File: src/hw/rtl/mbp_pkg.sv
package mbp_pkg;

    localparam int DEF_MAX_VERTICES = 256;
    localparam int DEF_MAX_MODES    = 64;
    localparam int READ_LIMIT       = 64;
    localparam int DATA_W           = 32;
    localparam int ACC_W            = 48;
    localparam int FRAC_W           = 16;
    localparam int LANES            = 3;
    localparam int IN_TDATA_W       = 160;
    localparam int OUT_TDATA_W      = 136;

    typedef enum logic [2:0] {
        OP_LOAD_BASIS = 3'd0,
        OP_LOAD_Q     = 3'd1,
        OP_PROJ_VERT  = 3'd2,
        OP_PROJ_DOF   = 3'd3,
        OP_READ       = 3'd4,
        OP_ASSEMBLE   = 3'd5
    } op_t;

    typedef enum logic [2:0] {
        ST_IDLE,
        ST_RUN,
        ST_DRAIN,
        ST_ASM_OUT,
        ST_RD_REQ,
        ST_RD_LOAD
    } state_t;

    localparam logic KIND_REDUCED = 1'b0;
    localparam logic KIND_DISP    = 1'b1;

    localparam logic REG_VERTICES = 1'b0;
    localparam logic REG_MODES    = 1'b1;

    typedef struct packed {
        logic capture;
        logic gate;
        logic clear;
        logic update;
    } lane_ctrl_t;

endpackage

File: src/hw/rtl/mbp_lane.sv
module mbp_lane
    import mbp_pkg::*;
#(
    parameter int SUMW = ACC_W + 6
)
(
    input  logic                     clk,
    input  lane_ctrl_t               ctrl,
    input  logic signed [DATA_W-1:0] basis,
    input  logic signed [DATA_W-1:0] operand,
    output logic signed [ACC_W-1:0]  term,
    output logic signed [SUMW-1:0]   sum
);

    logic signed [2*DATA_W-1:0] prod_reg;
    logic signed [2*DATA_W-1:0] prod_next;
    logic signed [SUMW-1:0]     sum_reg;
    logic signed [SUMW-1:0]     sum_next;

    always_comb
    begin
        prod_next = prod_reg;
        if (ctrl.capture)
        begin
            if (ctrl.gate)
            begin
                prod_next = basis * operand;
            end
            else
            begin
                prod_next = '0;
            end
        end
    end

    // floor to Q32.16; the product magnitude is at most 2^62
    assign term = prod_reg[FRAC_W +: ACC_W];

    always_comb
    begin
        sum_next = sum_reg;
        if (ctrl.clear)
        begin
            sum_next = '0;
        end
        else if (ctrl.update)
        begin
            sum_next = sum_reg + SUMW'(term);
        end
    end

    always_ff @(posedge clk)
    begin
        prod_reg <= prod_next;
        sum_reg  <= sum_next;
    end

    assign sum = sum_reg;

endmodule

File: config.mk
export PLATFORM = sky130hd
export DESIGN_NAME = mbp_lane
export DESIGN_NICKNAME = d
export VERILOG_FILES = /design/src/hw/rtl/mbp_pkg.sv /design/src/hw/rtl/mbp_lane.sv
export SDC_FILE = /design/constraint.sdc
export NUM_CORES = 2
export LEC_CHECK = 0
export BUFFER_PORTS_ARGS = -buffer_cell sky130_fd_sc_hd__buf_4
export CORE_ASPECT_RATIO = 1.5
export CORE_UTILIZATION = 50
export CTS_BUF_LIST = sky130_fd_sc_hd__clkbuf_8
export CTS_CLUSTER_DIAMETER = 50
export DETAILED_ROUTE_END_ITERATION = 12
export PLACE_DENSITY = 0.67
export SLEW_MARGIN = 10
export SYNTH_ARGS = -nofsm -noshare
export SYNTH_HDL_FRONTEND = slang
export SYNTH_SLANG_ARGS = --single-unit
File: constraint.sdc
create_clock -name clk -period 11 [get_ports clk]
set_input_delay 1.1 -clock clk [delete_from_list [all_inputs] [get_ports clk]]
set_output_delay 1.1 -clock clk [all_outputs]
set_load 0.01 [all_outputs]
==> run summary <==
status -> completed
setup TNS -> 0 ns
largest net degree at the start of global routing -> 95
clk slew on worst S/H paths -> 0.10 ns
Syn Nets -> 5905
final setup margin -> 1.93 ns
cells after synthesis -> 4521
# rows -> 130
period utilisation layout -> 0.824
yosys warns -> 0
synthesis-to-finish area growth -> 4.86%
Place WS -> 1.51 ns
DP Wirelength -> 95800 um
H-tree levels -> 3
synth unique cells -> 78
DRT iter0 DRCs -> 1738
CTS tree -> yes
sequential fraction of the synthesis area -> 0.0595
HP Start -> sum[7]$_SDFFE_PP0P_
Post-CTS Setup Repair Bufs -> 0
share of post-route cells with drive strength above 1 -> 0.0479
Syn Area/Cell -> 9.37 um2
drt first pass iters -> 5
clk_lat worst skew -> 0.40 ns
Final ANT Viol Nets -> 0
Worst Tran Pin Value -> 0.975 ns
global-route wire length before repair -> 193000 um
Num CTS Buffers -> 9
Post-CTS Hold Buffers -> 0
unrepaired setup endpoints after global routing -> no
drt total wl -> 122000 um
number of flops mapped to enable cells by yosys -> 48
crit path from -> basis[31]
Clock Path Buffers -> 2
grt ovf -> 0
port buffer count -> 170
top_reg_cell synth -> dfxtp_1
synthesized area -> 0.0424 mm2
Residual DRC -> 0
die height -> 359 um
clk_skew -> 0.0200 ns
FFs w/ async S/R, synth -> 0
Die W -> 240 um
Setup Viol. Count Final -> 0
core box area -> 0.0838 mm2
Slew Viols, Final -> 0
GPL Wtd Cong -> 0.917
Max FO, Critical Path -> 32
CP Capture Type -> register
worst endpoint required time -> 11.24 ns
Starting Density -> 0.506
Avg WL per Cell -> 21.8 um
Max Clock Freq -> 110 MHz
Clock Sinks -> 102
nets -> 5851
Slew HR -> 0.350
Final Hold Vio Count -> 0
Final min period -> 9.07 ns
number of global-route vias before repair -> 35000
register bit total from synthesis -> 102
GRT Total Usage -> 0.300
I/O pin count -> 171
Vias -> 31000
initial antenna violation count -> 2
crit path kind -> in2reg
Vias per Instance -> 5.54
post-CTS sizing -> 0
Clk Tree Root Cell -> clkbuf_8
critical path arrival -> 9.30 ns
max reg flops -> 54
Crit Reg-Reg Startpoint -> prod_reg[33]$_SDFFCE_PN0P_
Max Cap Viol -> 0
Startpoint Class -> input port
Hold WC Path Type -> reg2reg
die area -> 0.0860 mm2
## synthesized netlist by cell type (all sizes together), types with 4 or more instances
cell type,n,area [um2]
o21bai,17,128
inv,976,3660
and2,553,3460
nor4b,4,41.3
o31ai,7,52.6
nand2b,27,169
nor3b,23,173
mux2i,30,300
nor3,21,110
a21oi,95,475
o22ai,10,68.8
clkbuf,232,871
nor4,4,25.0
dfxtp,54,1080
and3,21,131
nor2,100,375
buf,8,30.0
o21a,13,97.6
nand2,561,2110
o211ai,7,52.6
a21boi,8,63.8
nor2b,12,75.1
o41ai,4,42.6
fa,1082,21700
or2,5,31.3
ha,233,2920
a211o,7,61.3
nand3,28,140
a31oi,18,113
o311ai,6,52.6
nand4,21,131
xnor2,59,517
edfxtp,48,1440
a211oi,18,135
o21ai,60,308
and4,5,43.8
a31o,4,43.8
or3,6,37.5
nand4b,5,43.8
nor4bb,6,60.1
a2111oi,4,53.8
xor2,24,210
or4,5,37.5
a21o,57,428
## metrics by stage
step | hold slack [ns] | std cells | area (um2) | util
after global placement | 0.493 | 5578 | 44200 | 0.528
after CTS | 0.519 | 5594 | 44400 | 0.530
after detailed placement | 0.508 | 5578 | 44200 | 0.528
after global routing | 0.544 | 5596 | 44400 | 0.531
final | 0.512 | 5596 | 44400 | 0.531
after floorplan | 0.519 | 4521 | 42400 | -
## critical path: stages
cell,delay [ns]
buf_4,0.34
nand2_1,0.20
inv_1,0.12
fa_1,0.39
inv_1,0.28
fa_1,0.47
inv_1,0.23
fa_1,0.53
fa_1,0.93
inv_1,0.42
fa_1,0.58
inv_1,0.05
fa_1,0.52
inv_1,0.05
fa_1,0.47
inv_1,0.05
fa_1,0.44
ha_1,0.39
a21oi_1,0.21
o21bai_1,0.08
a21o_1,0.19
a21o_1,0.18
a21o_1,0.16
a21o_1,0.16
a21oi_1,0.31
and4_1,0.24
a21oi_1,0.04
o211ai_1,0.12
## kinds of logic (layout without fill, tap and decap cells)
group | Yosys count | after routing | share of synthesized area
other cells | 0 | 2 | 0
mux | 31 | 31 | 0.00735
fa+ha+maj | 1315 | 1315 | 0.580
compound gates | 357 | 357 | 0.0566
buf+inv | 1217 | 1168 | 0.108
xor+xnor | 83 | 83 | 0.0172
simple gates | 1416 | 1416 | 0.172
flops | 102 | 102 | 0.0595
## per-layer routing
layer  part of all wire  track usage
met1               0.33        0.312
met2               0.52        0.543
met3              0.045       0.0300
met4               0.10        0.255
met5                  0            0
## layout make-up
class	count	area (um2)
Antenna cell	2	5.00
Clock buffer	9	124
Clock inverter	7	115
Fill cell	7723	39300
Inverter	977	3670
Multi-Input combinational cell	3202	35300
Sequential cell	102	2520
Tap cell	1122	1400
Timing Repair Buffer	175	1310
## cells in the final DEF (no fill, tap or decap), types with 23 or more instances in the layout
master	n
nor3b_1	23
nor2_1	100
a21oi_1	95
xnor2_1	59
ha_1	233
xor2_1	24
o21ai_0	55
mux2i_1	30
nand3_1	28
nand2b_1	27
and2_1	553
edfxtp_1	48
inv_1	977
dfxtp_1	54
nand2_1	561
fa_1	1082
a21o_1	57
buf_4	175
## worst paths after layout
check,depth (start not counted),slack (ns),endpoint
max,28,1.93,prod_reg[61]$_SDFFCE_PN0P_
min,2,0.51,sum[7]$_SDFFE_PP0P_
max reg2reg,11,7.24,sum[53]$_SDFFE_PP0P_
min reg2reg,2,0.51,sum[7]$_SDFFE_PP0P_
Power is not shown: default switching activity piles up to over one toggle a cycle in this logic, so the estimate is an artifact.
