===== config.mk =====
export PLATFORM = sky130hd
export DESIGN_NAME = mbp_merge
export DESIGN_NICKNAME = d
export VERILOG_FILES = /design/src/hw/rtl/mbp_pkg.sv /design/src/hw/rtl/mbp_merge.sv
export SDC_FILE = /design/constraint.sdc
export NUM_CORES = 1
export LEC_CHECK = 0
export ABC_AREA = 1
export BUFFER_PORTS_ARGS = -buffer_cell sky130_fd_sc_hd__buf_4
export CORE_AREA = 2 2 225 227
export DETAILED_ROUTE_END_ITERATION = 12
export DIE_AREA = 0 0 227 229
export PLACE_DENSITY_LB_ADDON = 0.15
export SYNTH_ARGS = -nofsm -noshare
export SYNTH_HDL_FRONTEND = slang
export SYNTH_SLANG_ARGS = --single-unit

===== constraint.sdc =====
create_clock -name vclk -period 5
set_clock_uncertainty 0.1 [all_clocks]
set_input_delay 0.25 -clock vclk [all_inputs]
set_output_delay 0.25 -clock vclk [all_outputs]
set_load 0.03 [all_outputs]

===== src/hw/rtl/mbp_pkg.sv =====
package mbp_pkg;

    localparam int DEF_MAX_VERTICES = 256;
    localparam int DEF_MAX_MODES    = 64;
    localparam int READ_LIMIT       = 64;
    localparam int DATA_W           = 32;
    localparam int ACC_W            = 48;
    localparam int FRAC_W           = 16;
    localparam int LANES            = 3;
    localparam int IN_TDATA_W       = 160;
    localparam int OUT_TDATA_W      = 136;

    typedef enum logic [2:0] {
        OP_LOAD_BASIS = 3'd0,
        OP_LOAD_Q     = 3'd1,
        OP_PROJ_VERT  = 3'd2,
        OP_PROJ_DOF   = 3'd3,
        OP_READ       = 3'd4,
        OP_ASSEMBLE   = 3'd5
    } op_t;

    typedef enum logic [2:0] {
        ST_IDLE,
        ST_RUN,
        ST_DRAIN,
        ST_ASM_OUT,
        ST_RD_REQ,
        ST_RD_LOAD
    } state_t;

    localparam logic KIND_REDUCED = 1'b0;
    localparam logic KIND_DISP    = 1'b1;

    localparam logic REG_VERTICES = 1'b0;
    localparam logic REG_MODES    = 1'b1;

    typedef struct packed {
        logic capture;
        logic gate;
        logic clear;
        logic update;
    } lane_ctrl_t;

endpackage


===== src/hw/rtl/mbp_merge.sv =====
module mbp_merge
    import mbp_pkg::*;
#(
    parameter int SUMW = ACC_W + 6
)
(
    input  logic signed [ACC_W-1:0]  term [LANES],
    input  logic signed [ACC_W-1:0]  base,
    input  logic signed [SUMW-1:0]   sum [LANES],
    input  logic signed [ACC_W-1:0]  rd_val,
    output logic signed [ACC_W-1:0]  acc_wdata,
    output logic signed [DATA_W-1:0] disp [LANES],
    output logic signed [DATA_W-1:0] coord
);

    localparam logic [DATA_W-1:0] SAT_MAX = {1'b0, {(DATA_W-1){1'b1}}};
    localparam logic [DATA_W-1:0] SAT_MIN = {1'b1, {(DATA_W-1){1'b0}}};

    assign acc_wdata = term[0] + term[1] + term[2] + base;

    always_comb
    begin
        for (int i = 0; i < LANES; i++)
        begin
            if (&sum[i][SUMW-1:DATA_W-1] || ~|sum[i][SUMW-1:DATA_W-1])
            begin
                disp[i] = sum[i][DATA_W-1:0];
            end
            else
            begin
                disp[i] = sum[i][SUMW-1] ? SAT_MIN : SAT_MAX;
            end
        end
    end

    always_comb
    begin
        if (&rd_val[ACC_W-1:DATA_W-1] || ~|rd_val[ACC_W-1:DATA_W-1])
        begin
            coord = rd_val[DATA_W-1:0];
        end
        else
        begin
            coord = rd_val[ACC_W-1] ? SAT_MIN : SAT_MAX;
        end
    end

endmodule


==> results of run 1 <==
## area by class of cell
| type | count | area (sq um) | area share [%] |
|---|---|---|---|
| Antenna cell | 1 | 2.50 | 0.0184 |
| Inverter | 479 | 1800 | 13.2 |
| Multi-Input combinational cell | 1091 | 6650 | 48.8 |
| Tap cell | 672 | 841 | 6.17 |
| Timing Repair Buffer | 578 | 4340 | 31.8 |
## how the worst max path moves through the flow
stage	cells past startpoint	slack [ns]	end	from
floorplan	12	1.73	acc_wdata[21]	term[1]
global placement	16	1.16	acc_wdata[31]	term[1]
detailed placement	16	1.15	acc_wdata[31]	term[1]
CTS	16	1.14	acc_wdata[31]	term[1]
global route	16	0.97	acc_wdata[31]	term[1]
finish	16	1.16	acc_wdata[31]	term[1]
## cells by family after synthesis
family / Yosys count / synth area share [%]
buffers and inverters: 507 / 22.7
XOR/XNOR: 28 / 2.85
adder cells (fa/ha/maj): 141 / 28.7
AO/OA/AOI/OAI: 32 / 1.98
AND/OR/NAND/NOR: 890 / 43.7
## placed cells by master, fill, tap and decap left out, types with 2 or more instances in the layout
master,n
nor2_4,7
nor2_1,83
nand2_1,648
nand3b_1,6
nand3_1,41
inv_1,473
a21oi_1,25
nor3_1,7
fa_1,94
nand2_2,20
nor4_1,18
nand3_2,8
buf_4,578
xnor2_1,5
nand4_1,29
ha_1,47
o21bai_1,3
inv_2,6
nor3_2,2
xor2_1,23
a31oi_1,2
and3_1,2
nor2_2,17
## synth_stat cells (all sizes together)
library cell | n | share of area [%]
a21oi | 25 | 1.5
a31oi | 2 | 0.15
and2 | 1 | 0.073
and3 | 2 | 0.15
buf | 24 | 1.6
clkbuf | 4 | 0.17
fa | 94 | 22
ha | 47 | 6.8
inv | 479 | 21
nand2 | 668 | 30
nand3 | 49 | 3.3
nand3b | 6 | 0.52
nand4 | 29 | 2.1
nor2 | 107 | 5.8
nor3 | 9 | 0.64
nor4 | 18 | 1.3
o21ai | 2 | 0.12
o21bai | 3 | 0.26
or2 | 1 | 0.073
xnor2 | 5 | 0.51
xor2 | 23 | 2.3
## routing by layer
layer	global-route usage (%)	vias to the layer above	routed length, microns
met2	28.2	335	21100
met3	2.26	22	2710
met4	1.31	2	469
met1	19.4	4822	18200
met5	0	-	13
li1	-	5647	-
## power by group
group / switching [mW] / total (mW) / internal [mW]
Combinational: 2.77 / 4.23 / 1.46
Sequential: 0 / 0 / 0
Clock: 0 / 0.0000000267 / 0.0000000267
Total: 2.77 / 4.23 / 1.46
## metrics by stage
stage                     instance area, sq um  instances  worst slack, ns  hold slack, ns
after global routing                     13600       2821            0.972           0.667
final                                    13600       2821             1.16           0.656
after detailed placement                 13600       2820             1.15           0.657
after CTS                                13600       2820             1.14           0.659
after floorplan                           8590       1598             1.73           0.585
after global placement                   13600       2820             1.16           0.655
==> metrics.md, run 1 <==
| Metric | Value |
|---|---|
| Status | `completed` |
| Worst Setup Start Kind | `input port` |
| # nets final | `2693` |
| Share of layout cells above drive strength 1 | `29.8%` |
| Setup violators final | `0` |
| RSZ-0062 raised after global routing | `false` |
| Die area | `52000 sq um` |
| Initial antenna violation count | `3` |
| Placer Congestion | `0.889` |
| Hold depth | `2` |
| Gr ovfl total | `0` |
| Cell mode on critical path | `nand2_1` |
| Iter 0 DRT Violations | `roughly 490` |
| Via density | `3.84` |
| IO buf count | `578` |
| Worst slew margin | `14.8%` |
| Maximum vdd drop | `0.109 mV` |
| Sequence of cells on the critical path | `buf_4, fa_1, fa_1, ha_1, inv_1, fa_1, inv_1, nand2_1, nand3_1, nand2_1, nand2_1, nand2_1, nand3_1, nand2_1, nand2_1, buf_4` |
| Seq/Total Area, Yosys | `0%` |
| Hold_buf cts | `0` |
| Hold Vio Cnt, Final | `0` |
| Initial Util | `17.3%` |
| Fmax | `between 0.2 and 0.3 GHz` |
| Top Ports | `around 580` |
| Die Y | `229 microns` |
| CP Max Fanout | `3` |
| MaxCap Viol Count | `0` |
| Final core occ | `between 20% and 30%` |
| Post-CTS Resized | `0` |
| Tcrit/Tclk final | `about three quarters` |
| Crit path largest cell delay | `0.51 ns` |
| Clock Buffer Count | `0` |
| Yosys cell types | `29` |
| LEAKAGE | `8.35 nW` |
| Vias | `10800` |
| Antenna Nets Post-Route | `0` |
| Crit path max-delay cell type | `fa_1` |
| Routed wire length | `42500 microns` |
| Final worst path period need | `~3.8 ns` |
| Yosys Warn Count | `0` |
| Post-CTS Setup Inserts | `0` |
| Largest net degree at the start of global routing | `32` |
| Worst path buffer plus inverter count | `4` |
| Power Dens Cells | `310 nW/um^2` |
| Register area | `0 sq um` |
| Hpwl dp | `~40000 microns` |
| Row Count | `82` |
| CP top delay family | `adder cells` |
| Number of global-route vias before repair | `10600` |
| Synth Area per Inst | `roughly 5.4 sq um` |
| Seq Cell Count | `0` |
| Slew @ Worst Pin | `1.28 ns` |
| Req. time, crit path | `roughly 4.7 ns` |
| Final Total Pwr | `4.23 mW` |
| Global-route wire length before repair | `slightly above 60000 microns` |
| Area of the core region | `49700 sq um` |
| Cells after synthesis | `1598` |
| Die width | `between 200 and 250 microns` |
| Residual DRC | `0` |
| Fin. max-slew vios | `0` |
| Layout Area Growth over Synthesis | `58.6%` |
| Worst Hold End | `coord[31]` |
| Total GRT Usage | `15.3%` |
| Hold Startpoint | `rd_val[47]` |
| DRT Pass-1 Iters | `9` |
| Crit. End Element | `primary output` |
| Critical path arrival | `3.49 ns` |
| Syn_nets | `approximately 2100` |
| DR WL/cell | `15.0 microns` |
| Worst hold path class | `input port to primary output` |
| Fill cell count | `5851` |
| Total Neg Setup Slack | `0 ns` |
| Syn Std Cell Area | `8590 sq um` |
| Crit Path Category | `input port to primary output` |
(Power assumes the default switching activity.)
==> run 2, diff against run 1 <==
ABC_AREA = 0   (was 1)
CORE_AREA = 2 2 223 225   (was 2 2 225 227)
DIE_AREA = 0 0 225 227   (was 0 0 227 229)
clock period = 3.8 ns   (was 5 ns; I/O delays follow)
==> metrics.md, run 2 <==
| Metric | Value |
|---|---|
| Status | `finished, violations left` |
| Failing checks | `setup timing` |
| Cells after synthesis | `1064` |
| Clock power share | `0%` |
| Syn_nets | `around 1600` |
| Register area | `0 sq um` |
| Total GRT Usage | `between 10 and 15%` |
| Power Dens Cells | `478 nW/um^2` |
| Worst slew margin | `17.3%` |
| DRT Pass-1 Iters | `5` |
| Routed wire length | `about 35000 microns` |
| Slew @ Worst Pin | `approximately 1.2 ns` |
| Crit path max-delay cell type | `fa_1` |
| Critical path arrival | `3.78 ns` |
| Layout Area Growth over Synthesis | `98.7%` |
| Post-route setup slack | `-0.271 ns` |
| Final worst path period need | `4.07 ns` |
| Number of global-route vias before repair | `9277` |
| Post-Place Cells | `2339` |
| Gr ovfl total | `0` |
| Ranking of synthesized cells by area | `fa_1 27%, inv_1 21%, o21ai_0 9.5%, ha_1 8.3%, xnor2_1 4.1%` |
| Fin. max-slew vios | `0` |
| Hold_buf cts | `0` |
| Worst path buffer plus inverter count | `4` |
| MaxCap Viol Count | `0` |
| CP top delay family | `adder cells` |
| Crit. End Element | `primary output` |
| Die Y | `between 200 and 250 microns` |
| Non-filler cells, final | `2359` |
| Placer Congestion | `0.815` |
| Synth Area per Inst | `6.64 sq um` |
| Seq Cell Count | `0` |
| Worst hold path class | `input port to primary output` |
| Commonest non-fill, non-tap cell in the layout | `buf_4` |
| Maximum vdd drop | `between 0.2 and 0.25 mV` |
| Seq/Total Area, Yosys | `0%` |
| Hpwl dp | `~32000 microns` |
| IO buf count | `approximately 580` |
| Initial antenna violation count | `4` |
| Yosys Warn Count | `0` |
| Fill cell count | `5424` |
| Yosys cell types | `56` |
| Die area | `51100 sq um` |
| # nets final | `2282` |
| Crit Path Category | `input port to primary output` |
| Via density | `between 3 and 4` |
| Area share of the largest cell type after synthesis | `26.6%` |
| Synth top cells by count | `390 x inv_1, 134 x o21ai_0, 94 x fa_1` |
| Initial Util | `roughly 15%` |
| Die width | `225 microns` |
| Syn Std Cell Area | `7070 sq um` |
| Largest net degree at the start of global routing | `33` |
| Internal power | `3.07 mW` |
| Leading area contributor after synthesis | `fa_1` |
| Total Neg Setup Slack | `-2.81 ns` |
| Req. time, crit path | `3.51 ns` |
| Worst Setup Start Kind | `input port` |
| Switching power | `3.65 mW` |
| Antenna Nets Post-Route | `0` |
| Clock Buffer Count | `0` |
| Hold Vio Cnt, Final | `0` |
| Count leader, synth | `inv_1` |
| Antenna cells | `0` |
| Most frequent cells in the layout | `669 x buf_4, 372 x inv_1, 130 x o21ai_0` |
| Sequence of cells on the critical path | `buf_6, inv_2, fa_1, fa_1, inv_2, ha_4, a21o_1, o21bai_4, a41oi_4, nor3b_4, a21oi_4, or3b_4, a31o_4, o311a_4, buf_6` |
| Net Sw Frac | `54.3%` |
| LEAKAGE | `7.74 nW` |
| Setup violators final | `20` |
| Row Count | `81` |
| Residual DRC | `0` |
| DR WL/cell | `approximately 15 microns` |
| Tcrit/Tclk final | `107%` |
| Logic gate share of total power | `100.0%` |
| Area of the core region | `48500 sq um` |
| Worst hold-check slack | `0.535 ns` |
| Vias | `slightly above 9000` |
| Crit path largest cell delay | `0.61 ns` |
| CP Max Fanout | `3` |
| Share of layout cells above drive strength 1 | `48.9%` |
| RSZ-0062 raised after global routing | `true` |
| Fmax | `0.246 GHz` |
| Final core occ | `28.9%` |
| Global-route wire length before repair | `slightly above 50000 microns` |
| Iter 0 DRT Violations | `215` |
| Top Ports | `578` |
| Sequential share of power | `0%` |
-- run 2: cell types whose count changed in the layout (fill, tap and decap cells not counted), moves of 16 or more --
| cell | change |
|---|---|
| buf_4 | +91 |
| inv_1 | -101 |
| nand3_1 | -32 |
| buf_6 | +42 |
| nand2_2 | -17 |
| nand2_1 | -613 |
| a21o_1 | +25 |
| xor2_1 | -17 |
| nor2_1 | -69 |
| o21ai_0 | +129 |
| xnor2_1 | +16 |
-- run 2: power by group through the flow --
stage | logic (mW) | registers [mW] | clock network [mW]
2_1_floorplan | 3.24 | 0 | 0
4_1_cts | 6.40 | 0 | 0
3_5_place_dp | 5.86 | 0 | 0
5_1_grt | 7.30 | 0 | 0
3_3_place_gp | 5.88 | 0 | 0
6_report | 6.72 | 0 | 0
-- run 2: timing repair --
item	4_1_cts	5_1_grt
resized for setup	92	89
setup buffers	11	19
pin swaps	53	74
setup endpoints to repair	29	32
-- run 2: logic make-up after synthesis --
family          share of synthesized area (%)
buf+inv                                  23.0
compound gates                           23.0
simple gates                             13.3
fa+ha+maj                                35.0
xor+xnor                                 5.45
mux                                     0.283
-- run 2: path summary, 6_finish.rpt --
check | from | end | slack (ns) | cells past startpoint
worst max-delay path | term[110] | acc_wdata[41] | -0.27 | 15
worst min-delay path | sum[107] | disp[63] | 0.54 | 2
-- run 2: cell type report --
cell class         count  area (sq um)  area share (%)
inverters            390          1470            10.4
repair buffers       713          5530            39.4
multi-input cells    634          6270            44.6
well taps            622           778            5.54
-- run 2: layer usage --
metal | up-vias | wire (microns) | global-route usage (%)
met5 | - | 57 | 0
met4 | 8 | 133 | 0.406
met3 | 14 | 2130 | 2.35
met2 | 232 | 18100 | 22.7
met1 | 4239 | 14800 | 16.8
li1 | 4651 | - | -
-- run 2: through the flow --
stage	power, mW	worst slack [ns]	area, sq um
4_1_cts	6.40	-0.457	13500
3_3_place_gp	5.88	-0.608	13000
5_1_grt	7.30	-0.403	14000
3_5_place_dp	5.86	-0.590	13000
6_report	6.72	-0.271	14000
2_1_floorplan	3.24	-0.0585	7180
